`src/hdl/sha1_hash_engine_top_defines.svh`:
```
// Assertion macros shared by the SHA-1 hash engine RTL.
// Included by modules that carry concurrent assertions; no other dependencies.
`ifndef SHA1_HASH_ENGINE_TOP_DEFINES_SVH
`define SHA1_HASH_ENGINE_TOP_DEFINES_SVH
`ifndef SYNTHESIS
`define SHA1HE_ASSERT(lbl, prop, msg) \
  lbl: assert property (@(posedge clk_i) disable iff (!rst_ni) (prop)) else $error(msg);
`define SHA1HE_ASSERT_NEXT(lbl, pre, post, msg) \
  lbl: assert property (@(posedge clk_i) disable iff (!rst_ni) (pre) |=> (post)) else $error(msg);
`else
`define SHA1HE_ASSERT(lbl, prop, msg)
`define SHA1HE_ASSERT_NEXT(lbl, pre, post, msg)
`endif
`endif

```
`src/hdl/sha1he_pkg.sv`:
```
// Types and constants of the SHA-1 hash engine.
// Used by the front queue, the compression core and the top level.
package sha1he_pkg;

  typedef struct packed {
    logic       finish;
    logic [7:0] data;
  } item_t;

  localparam logic [31:0] K0 = 32'h5A827999;
  localparam logic [31:0] K1 = 32'h6ED9EBA1;
  localparam logic [31:0] K2 = 32'h8F1BBCDC;
  localparam logic [31:0] K3 = 32'hCA62C1D6;

  localparam logic [31:0] H0_INIT = 32'h67452301;
  localparam logic [31:0] H1_INIT = 32'hEFCDAB89;
  localparam logic [31:0] H2_INIT = 32'h98BADCFE;
  localparam logic [31:0] H3_INIT = 32'h10325476;
  localparam logic [31:0] H4_INIT = 32'hC3D2E1F0;

  localparam logic [7:0] PAD_BYTE  = 8'h80;
  localparam logic [5:0] LEN_START = 6'd56;
  localparam logic [5:0] FILL_LAST = 6'd63;
  localparam logic [6:0] ROUND_LAST = 7'd79;

endpackage

```
`src/hdl/sha1_hash_engine_top.sv`:
```
// Top level of the SHA-1 hash engine: stream ports, front queue and compression core.
// Depends on sha1he_pkg, sha1he_front and sha1he_core.
// The engine takes one message byte per request (tuser low) and a finish request (tuser high)
// that returns the 160-bit digest as five 32-bit words, H0 first, tlast on the fifth. A two-entry
// queue takes requests while the core works. The core stores one byte a cycle while it is idle
// and, each time 64 bytes are held, runs the serial round loop over the block. A finish writes
// the pad byte, zero bytes up to the length field and the eight length bytes up to the block end;
// when fewer than nine bytes are left, zero bytes, if any, close the first block and a second
// block holds the length. The round loop runs once or twice, the five digest words are handed
// out, and the engine then restarts from the initial values.
module sha1_hash_engine_top
  import sha1he_pkg::*;
(
  input  logic        clk_i,
  input  logic        rst_ni,
  input  logic        s_axis_tvalid_i,
  output logic        s_axis_tready_o,
  input  logic [7:0]  s_axis_tdata_i,   // [7:0] data_byte
  input  logic        s_axis_tuser_i,   // [0] action
  output logic        m_axis_tvalid_o,
  input  logic        m_axis_tready_i,
  output logic [31:0] m_axis_tdata_o,   // [31:0] digest_word
  output logic        m_axis_tlast_o
);

  item_t item;
  logic  item_valid, item_pop;

  sha1he_front u_front (
    .clk_i        (clk_i),
    .rst_ni       (rst_ni),
    .in_valid_i   (s_axis_tvalid_i),
    .in_ready_o   (s_axis_tready_o),
    .in_finish_i  (s_axis_tuser_i),
    .in_data_i    (s_axis_tdata_i),
    .item_valid_o (item_valid),
    .item_o       (item),
    .item_pop_i   (item_pop)
  );

  sha1he_core u_core (
    .clk_i        (clk_i),
    .rst_ni       (rst_ni),
    .item_valid_i (item_valid),
    .item_i       (item),
    .item_pop_o   (item_pop),
    .out_valid_o  (m_axis_tvalid_o),
    .out_ready_i  (m_axis_tready_i),
    .out_word_o   (m_axis_tdata_o),
    .out_last_o   (m_axis_tlast_o)
  );

endmodule

```
`src/hdl/sha1he_front.sv`:
```
// Front end of the SHA-1 hash engine: accepts input requests and queues them.
// Depends on sha1he_pkg for the queued item type.
module sha1he_front
  import sha1he_pkg::*;
(
  input  logic       clk_i,
  input  logic       rst_ni,
  input  logic       in_valid_i,
  output logic       in_ready_o,
  input  logic       in_finish_i,
  input  logic [7:0] in_data_i,
  output logic       item_valid_o,
  output item_t      item_o,
  input  logic       item_pop_i
);

  item_t       mem_q [2];
  logic        wr_ptr_q, rd_ptr_q;
  logic [1:0]  count_q;
  logic        push, pop;

  assign in_ready_o   = (count_q != 2'd2);
  assign item_valid_o = (count_q != 2'd0);
  assign item_o       = mem_q[rd_ptr_q];
  assign push         = in_valid_i && in_ready_o;
  assign pop          = item_pop_i && item_valid_o;

  always_ff @(posedge clk_i) begin
    if (push) begin
      mem_q[wr_ptr_q] <= '{finish: in_finish_i, data: in_data_i};
    end
  end

  always_ff @(posedge clk_i or negedge rst_ni) begin
    if (!rst_ni) begin
      wr_ptr_q <= 1'b0;
      rd_ptr_q <= 1'b0;
      count_q  <= 2'd0;
    end else begin
      if (push) begin
        wr_ptr_q <= ~wr_ptr_q;
      end
      if (pop) begin
        rd_ptr_q <= ~rd_ptr_q;
      end
      if (push && !pop) begin
        count_q <= count_q + 2'd1;
      end else if (pop && !push) begin
        count_q <= count_q - 2'd1;
      end
    end
  end

endmodule

```
`src/hdl/sha1he_core.sv`:
```
// Back end of the SHA-1 hash engine: block buffer, padding, 80 rounds, digest out.
// Depends on sha1he_pkg and the assertion macros in sha1_hash_engine_top_defines.svh.
`include "sha1_hash_engine_top_defines.svh"
module sha1he_core
  import sha1he_pkg::*;
(
  input  logic        clk_i,
  input  logic        rst_ni,
  input  logic        item_valid_i,
  input  item_t       item_i,
  output logic        item_pop_o,
  output logic        out_valid_o,
  input  logic        out_ready_i,
  output logic [31:0] out_word_o,
  output logic        out_last_o
);

  typedef enum logic [2:0] {
    ST_IDLE,
    ST_PAD_ZERO,
    ST_PAD_LEN,
    ST_ROUND,
    ST_OUT
  } state_e;

  state_e       state_q;
  logic [5:0]   fill_q;
  logic [63:0]  bits_q;
  logic [6:0]   rnd_q;
  logic         pad_q, len_done_q;
  logic [2:0]   out_idx_q;
  logic [31:0]  h0_q, h1_q, h2_q, h3_q, h4_q;
  logic [31:0]  a_q, b_q, c_q, d_q, e_q;
  logic [511:0] sched_q;
  logic [63:0]  len_q;
  logic [159:0] dig_q;

  logic [31:0]  w_cur, w_new, f_val, k_val, tmp;
  logic         shift_byte, shift_word, load_dig;
  logic [7:0]   byte_val;
  logic [31:0]  h0_d, h1_d, h2_d, h3_d, h4_d;

  assign item_pop_o = (state_q == ST_IDLE) && item_valid_i;
  assign out_word_o = dig_q[159:128];
  assign out_last_o = out_valid_o && (out_idx_q == 3'd4);

  always_comb begin
    logic [31:0] x;
    w_cur = sched_q[511:480];
    x     = sched_q[95:64] ^ sched_q[255:224] ^ sched_q[447:416] ^ w_cur;
    w_new = {x[30:0], x[31]};
    if (rnd_q < 7'd20) begin
      f_val = (b_q & c_q) | (~b_q & d_q);
      k_val = K0;
    end else if (rnd_q < 7'd40) begin
      f_val = b_q ^ c_q ^ d_q;
      k_val = K1;
    end else if (rnd_q < 7'd60) begin
      f_val = (b_q & c_q) | (b_q & d_q) | (c_q & d_q);
      k_val = K2;
    end else begin
      f_val = b_q ^ c_q ^ d_q;
      k_val = K3;
    end
    tmp = {a_q[26:0], a_q[31:27]} + f_val + e_q + k_val + w_cur;
    h0_d = h0_q + tmp;
    h1_d = h1_q + a_q;
    h2_d = h2_q + {b_q[1:0], b_q[31:2]};
    h3_d = h3_q + c_q;
    h4_d = h4_q + d_q;
  end

  always_comb begin
    shift_byte = 1'b0;
    byte_val   = 8'd0;
    case (state_q)
      ST_IDLE: begin
        shift_byte = item_valid_i;
        byte_val   = item_i.finish ? PAD_BYTE : item_i.data;
      end
      ST_PAD_ZERO: begin
        shift_byte = (fill_q != LEN_START);
      end
      ST_PAD_LEN: begin
        shift_byte = 1'b1;
        byte_val   = len_q[63:56];
      end
      default: begin
        shift_byte = 1'b0;
      end
    endcase
    shift_word = (state_q == ST_ROUND);
    load_dig   = (state_q == ST_ROUND) && (rnd_q == ROUND_LAST) && pad_q && len_done_q;
  end

  always_ff @(posedge clk_i) begin
    if (shift_byte) begin
      sched_q <= {sched_q[503:0], byte_val};
    end else if (shift_word) begin
      sched_q <= {sched_q[479:0], w_new};
    end
    if (state_q == ST_ROUND) begin
      a_q <= tmp;
      b_q <= a_q;
      c_q <= {b_q[1:0], b_q[31:2]};
      d_q <= c_q;
      e_q <= d_q;
    end else begin
      a_q <= h0_q;
      b_q <= h1_q;
      c_q <= h2_q;
      d_q <= h3_q;
      e_q <= h4_q;
    end
    if (state_q == ST_IDLE && item_valid_i && item_i.finish) begin
      len_q <= bits_q;
    end else if (state_q == ST_PAD_LEN) begin
      len_q <= {len_q[55:0], 8'd0};
    end
    if (load_dig) begin
      dig_q <= {h0_d, h1_d, h2_d, h3_d, h4_d};
    end else if (out_valid_o && out_ready_i) begin
      dig_q <= {dig_q[127:0], 32'd0};
    end
  end

  always_ff @(posedge clk_i or negedge rst_ni) begin
    if (!rst_ni) begin
      state_q     <= ST_IDLE;
      fill_q      <= 6'd0;
      bits_q      <= 64'd0;
      rnd_q       <= 7'd0;
      pad_q       <= 1'b0;
      len_done_q  <= 1'b0;
      out_idx_q   <= 3'd0;
      out_valid_o <= 1'b0;
      h0_q        <= H0_INIT;
      h1_q        <= H1_INIT;
      h2_q        <= H2_INIT;
      h3_q        <= H3_INIT;
      h4_q        <= H4_INIT;
    end else begin
      if (shift_byte) begin
        fill_q <= fill_q + 6'd1;
      end
      case (state_q)
        ST_IDLE: begin
          if (item_valid_i) begin
            if (item_i.finish) begin
              pad_q <= 1'b1;
              state_q <= (fill_q == FILL_LAST) ? ST_ROUND : ST_PAD_ZERO;
            end else begin
              bits_q <= bits_q + 64'd8;
              if (fill_q == FILL_LAST) begin
                state_q <= ST_ROUND;
              end
            end
          end
        end
        ST_PAD_ZERO: begin
          if (fill_q == LEN_START) begin
            state_q <= ST_PAD_LEN;
          end else if (fill_q == FILL_LAST) begin
            state_q <= ST_ROUND;
          end
        end
        ST_PAD_LEN: begin
          if (fill_q == FILL_LAST) begin
            len_done_q <= 1'b1;
            state_q    <= ST_ROUND;
          end
        end
        ST_ROUND: begin
          if (rnd_q == ROUND_LAST) begin
            rnd_q <= 7'd0;
            if (load_dig) begin
              h0_q        <= H0_INIT;
              h1_q        <= H1_INIT;
              h2_q        <= H2_INIT;
              h3_q        <= H3_INIT;
              h4_q        <= H4_INIT;
              bits_q      <= 64'd0;
              pad_q       <= 1'b0;
              len_done_q  <= 1'b0;
              out_idx_q   <= 3'd0;
              out_valid_o <= 1'b1;
              state_q     <= ST_OUT;
            end else begin
              h0_q    <= h0_d;
              h1_q    <= h1_d;
              h2_q    <= h2_d;
              h3_q    <= h3_d;
              h4_q    <= h4_d;
              state_q <= pad_q ? ST_PAD_ZERO : ST_IDLE;
            end
          end else begin
            rnd_q <= rnd_q + 7'd1;
          end
        end
        ST_OUT: begin
          if (out_ready_i) begin
            if (out_idx_q == 3'd4) begin
              out_valid_o <= 1'b0;
              state_q     <= ST_IDLE;
            end else begin
              out_idx_q <= out_idx_q + 3'd1;
            end
          end
        end
        default: begin
          state_q <= ST_IDLE;
        end
      endcase
    end
  end

  `SHA1HE_ASSERT(a_out_only_in_out, out_valid_o == (state_q == ST_OUT), "Output valid outside the digest state.")
  `SHA1HE_ASSERT(a_round_range, (state_q != ST_ROUND) || (rnd_q <= ROUND_LAST), "Round counter past the last round.")
  `SHA1HE_ASSERT(a_out_block_empty, !out_valid_o || (fill_q == 6'd0), "Block buffer not empty while the digest drains.")
  `SHA1HE_ASSERT(a_len_after_pad, !len_done_q || pad_q, "Length written outside a finish sequence.")
  `SHA1HE_ASSERT_NEXT(a_last_ends, out_last_o && out_ready_i, !out_valid_o, "Digest continues after the last word.")

endmodule

```
`config.mk`:
```
export PLATFORM = sky130hd
export DESIGN_NAME = sha1_hash_engine_top
export DESIGN_NICKNAME = d
export VERILOG_FILES = /design/src/hdl/sha1he_pkg.sv /design/src/hdl/sha1_hash_engine_top.sv /design/src/hdl/sha1he_front.sv /design/src/hdl/sha1he_core.sv
export VERILOG_INCLUDE_DIRS = /design/src /design/src/hdl
export SDC_FILE = /design/constraint.sdc
export NUM_CORES = 2
export LEC_CHECK = 0
export ABC_AREA = 1
export BUFFER_PORTS_ARGS = -buffer_cell sky130_fd_sc_hd__buf_2
export CAP_MARGIN = 20
export CELL_PAD_IN_SITES_DETAIL_PLACEMENT = 0
export CELL_PAD_IN_SITES_GLOBAL_PLACEMENT = 1
export CORE_MARGIN = 2
export CORE_UTILIZATION = 50
export DETAILED_ROUTE_END_ITERATION = 7
export PLACE_DENSITY = 0.84
export SKIP_CTS_REPAIR_TIMING = 1
export SYNTH_ARGS = -nofsm -noshare
export SYNTH_HDL_FRONTEND = slang
export SYNTH_SLANG_ARGS = --single-unit
export TNS_END_PERCENT = 1
```
`constraint.sdc`:
```
create_clock -name clk_i -period 18.7 [get_ports clk_i]
set_clock_uncertainty 0.15 [all_clocks]
set_input_delay 0 -clock clk_i [delete_from_list [all_inputs] [get_ports clk_i]]
set_output_delay 0 -clock clk_i [all_outputs]
set_load 0.02 [all_outputs]
```
==> results.md <==
* Status: finished clean
* Critical path capture point type: flop
* Hold Vio Cnt, Final at 0
* Worst path top cell family by delay: adder cells
* Max-slew violation count at 0
* Asr flop ratio synth at between 20% and 30%
* Post-route ant nets at 0
* Mapped Avg Cell Area at ~8.6 sq um
* Row count at about 130
* Worst path max stage delay at around 0.57 ns
* Post-synth top flop: edfxtp_1
* Worst vdd ir at roughly 0.27 mV
* Final period util at about two fifths
* Nets at a little under 8,000
* Final Core Density at 55.2%
* TritonRoute pass-1 iters at 6
* Seq/Total Area, Yosys at 49.8%
* Clock transition at path regs at around 0.06 ns
* Routed WL at 193,000 um
* Post-route DRC at 0
* Max_slew headroom at just under 20%
* CTS Root Cell: clkbuf_16
* CTS tree: done
* GRT overflow at 0
* Synth area leaders: edfxtp_1 35%, nand2_1 16%, dfrtp_1 6.5%, dfxtp_1 5.0%, ha_1 4.5%
* Die ar. at roughly 130,000 sq um
* 1st-iter DRT viols at 4,820
* Area growth syn-to-layout at 9.59%
* Reg2Reg Setup Slack at around 11 ns
* H-tree depth at 4
* Crit path DAT at approximately 8.1 ns
* Final GP Congestion at around 1.0
* Wire length per cell at around 21 um
* Clk buf depth at 3
* Netlist cell types at between 50 and 60
* Critical setup path kind: reg2reg
* Setup Viol. Count Final at 0
* Layout cells sized above 1 at about 6.0%
* Num ports at between 40 and 50
* CP max FO at 34
* Cell Area, Synth at 64,300 sq um
* Largest net degree at the start of global routing at around 200
* Fill cells at around 12,000
* Total number of vias at between 50,000 and 60,000
* RSZ-0062 raised after global routing: false
* Post-route cell area at between 70,000 and 80,000 sq um
* Static Leakage at between 30 and 40 nW
* Clk_lat worst skew at 0.79 ns
* Placed Area at about 66,000 sq um
* Via density per instance at approximately 5.5
* Clk sinks at between 1,000 and 1,500
* FF+latch count, synth at ~1,200
* Dominant cell type by area after synthesis: edfxtp_1
* Initial Util at between 50% and 60%
* Least-Margin Pin Slew at 1.19 ns
* Total Routing Usage GR at between 20 and 30%
* Synth Warn # at 0
* Post-synth EDFFs at about 750
* Critical Path RT at about 19 ns
* Top cell type's share of synthesized area at 35.1%
* Die Y at 363 um
* Setup_tns at 0 ns
* Final HPWL DP at about 140,000 um
* Buf/Inv on CP at 4
* First-pass GRT wire length at approximately 300,000 um
* Post-Synthesis Net Count at ~7,800
* Core ar. at between 100,000 and 150,000 sq um
* Gate Count Post-Synth at around 7,500
* Maxcap violations at 0
* Pwr Density at 166 nW/um^2
* Hold Crit Class: in2reg
* Die width at ~360 um
* Vias in the first global route at around 49,000
* Minimum clock period after layout at between 7 and 8 ns
* I/O Buffers at 47
* FMAX at between 100 and 150 MHz
* Initial antenna violation count at 4
* Crit-path slowest cell: fa_1
* CP Launch Type: flop
* TritonCTS buffer count at around 130
[path summary, 6_finish.rpt]
| kind | startpoint | end | cells after the start |
|---|---|---|---|
| max | u_core.rnd_q[4]$_DFFE_PN0P_ | u_core.dig_q[154]$_DFFE_PP_ | 30 |
| min | m_axis_tready_i | u_core.out_valid_o$_DFFE_PN0P_ | 5 |
| max reg2reg | u_core.rnd_q[4]$_DFFE_PN0P_ | u_core.dig_q[154]$_DFFE_PP_ | 30 |
| min reg2reg | u_core.fill_q[5]$_DFFE_PN0P_ | u_core.fill_q[5]$_DFFE_PN0P_ | 1 |
| max in group asynchronous | rst_ni | u_core.bits_q[16]$_DFFE_PN0P_ | 4 |
| min in group asynchronous | rst_ni | u_core.h0_q[26]$_DFFE_PN1P_ | 3 |
[cells in the mapped netlist (all sizes together), types with 24 or more instances]
library cell / instances
nand2: 2797
inv: 759
edfxtp: 751
o21ai: 481
nor2: 364
nand3: 275
a21oi: 265
ha: 231
buf: 196
dfrtp: 167
dfxtp: 160
xnor2: 142
fa: 124
xor2: 103
clkbuf: 90
dfstp: 80
o22ai: 69
nor3: 66
nand4: 63
o31ai: 33
o21bai: 32
or2: 28
a31oi: 26
o21a: 24
[cell type report]
class	count	area (sq um)	area share, %
clock inverter	61	782	1.11
antenna	1	2.50	0.00355
clock buffer	179	3650	5.19
inverter	760	2870	4.07
multi-input combinational	5269	28100	39.8
sequential	1158	32000	45.5
timing repair buffer	116	951	1.35
tap	1662	2080	2.95
[per-layer routing]
metal | GRT usage [%] | part of all wire, % | up-vias
li1 | - | - | 24400
met1 | 40.5 | 44 | 24200
met2 | 44.9 | 45 | 1610
met3 | 4.87 | 6.3 | 371
met4 | 13.0 | 4.7 | 0
met5 | 0 | 0 | -
[kinds of logic after synthesis]
logic type | share of synthesized area [%]
AO/OA/AOI/OAI | 8.83
AND/OR/NAND/NOR | 22.6
multiplexers | 0.403
flip-flops | 49.8
buffers and inverters | 6.61
XOR/XNOR | 3.34
adder cells (fa/ha/maj) | 8.36
[layout by cell type, fill, tap and decap left out, drive strengths merged, types with 32 or more instances in the layout]
cell	count
nor3	66
nand4	63
o21bai	32
nand3	275
dfstp	80
nand2	2797
buf	94
xnor2	142
dfxtp	160
o31ai	33
nor2	364
ha	231
dfrtp	167
edfxtp	751
o21ai	481
o22ai	69
clkbuf	179
inv	769
clkinv	32
a21oi	265
fa	124
xor2	103
[metrics by stage]
| step | cells | worst slack [ns] | power (mW) | hold slack, ns |
|---|---|---|---|---|
| final | 9206 | 11.00 | 11.7 | 0.0581 |
| after global routing | 9205 | 10.59 | 12.5 | 0.0932 |
| after CTS | 9177 | 11.16 | 11.8 | -0.944 |
| after detailed placement | 8937 | 11.20 | 9.04 | -0.115 |
| after global placement | 8937 | 11.24 | 8.99 | -0.127 |
| after floorplan | 7473 | 5.16 | 8.07 | -0.446 |
[power breakdown]
| part | leakage, nW | switching [mW] | total [mW] | internal (mW) |
|---|---|---|---|---|
| Sequential | 11.4 | 0.509 | 4.51 | 4.00 |
| Clock | 2.14 | 1.12 | 2.67 | 1.56 |
| Combinational | 18.0 | 3.14 | 4.52 | 1.38 |
| Total | 31.5 | 4.76 | 11.7 | 6.94 |
[worst register-to-register path: cells and delay by family, from the launching register on]
family / cells / cell delay [ns]
buffers and inverters: 4 / 0.47
AOI/OAI and AO/OA: 10 / 2.23
xor gates and xnor gates: 1 / 0.25
and+or+nand+nor: 9 / 1.24
adders and majority gates: 6 / 2.65
DFF: 1 / 0.43
[registers in the layout, summed over array words and instances, names as in the netlist, 2 cells and up]
name              count
u_front.mem_q        18
u_core.d_q           32
u_core.e_q           32
u_core.len_q         61
u_core.fill_q         6
u_core.out_idx_q      3
u_front.count_q       2
u_core.c_q           32
u_core.rnd_q          7
u_core.h3_q          32
u_core.b_q           32
u_core.state_q        3
u_core.dig_q        160
u_core.h1_q          32
u_core.a_q           32
u_core.sched_q      512
u_core.bits_q        61
u_core.h2_q          32
u_core.h0_q          32
u_core.h4_q          32
Power figures use the tool's default switching activity.
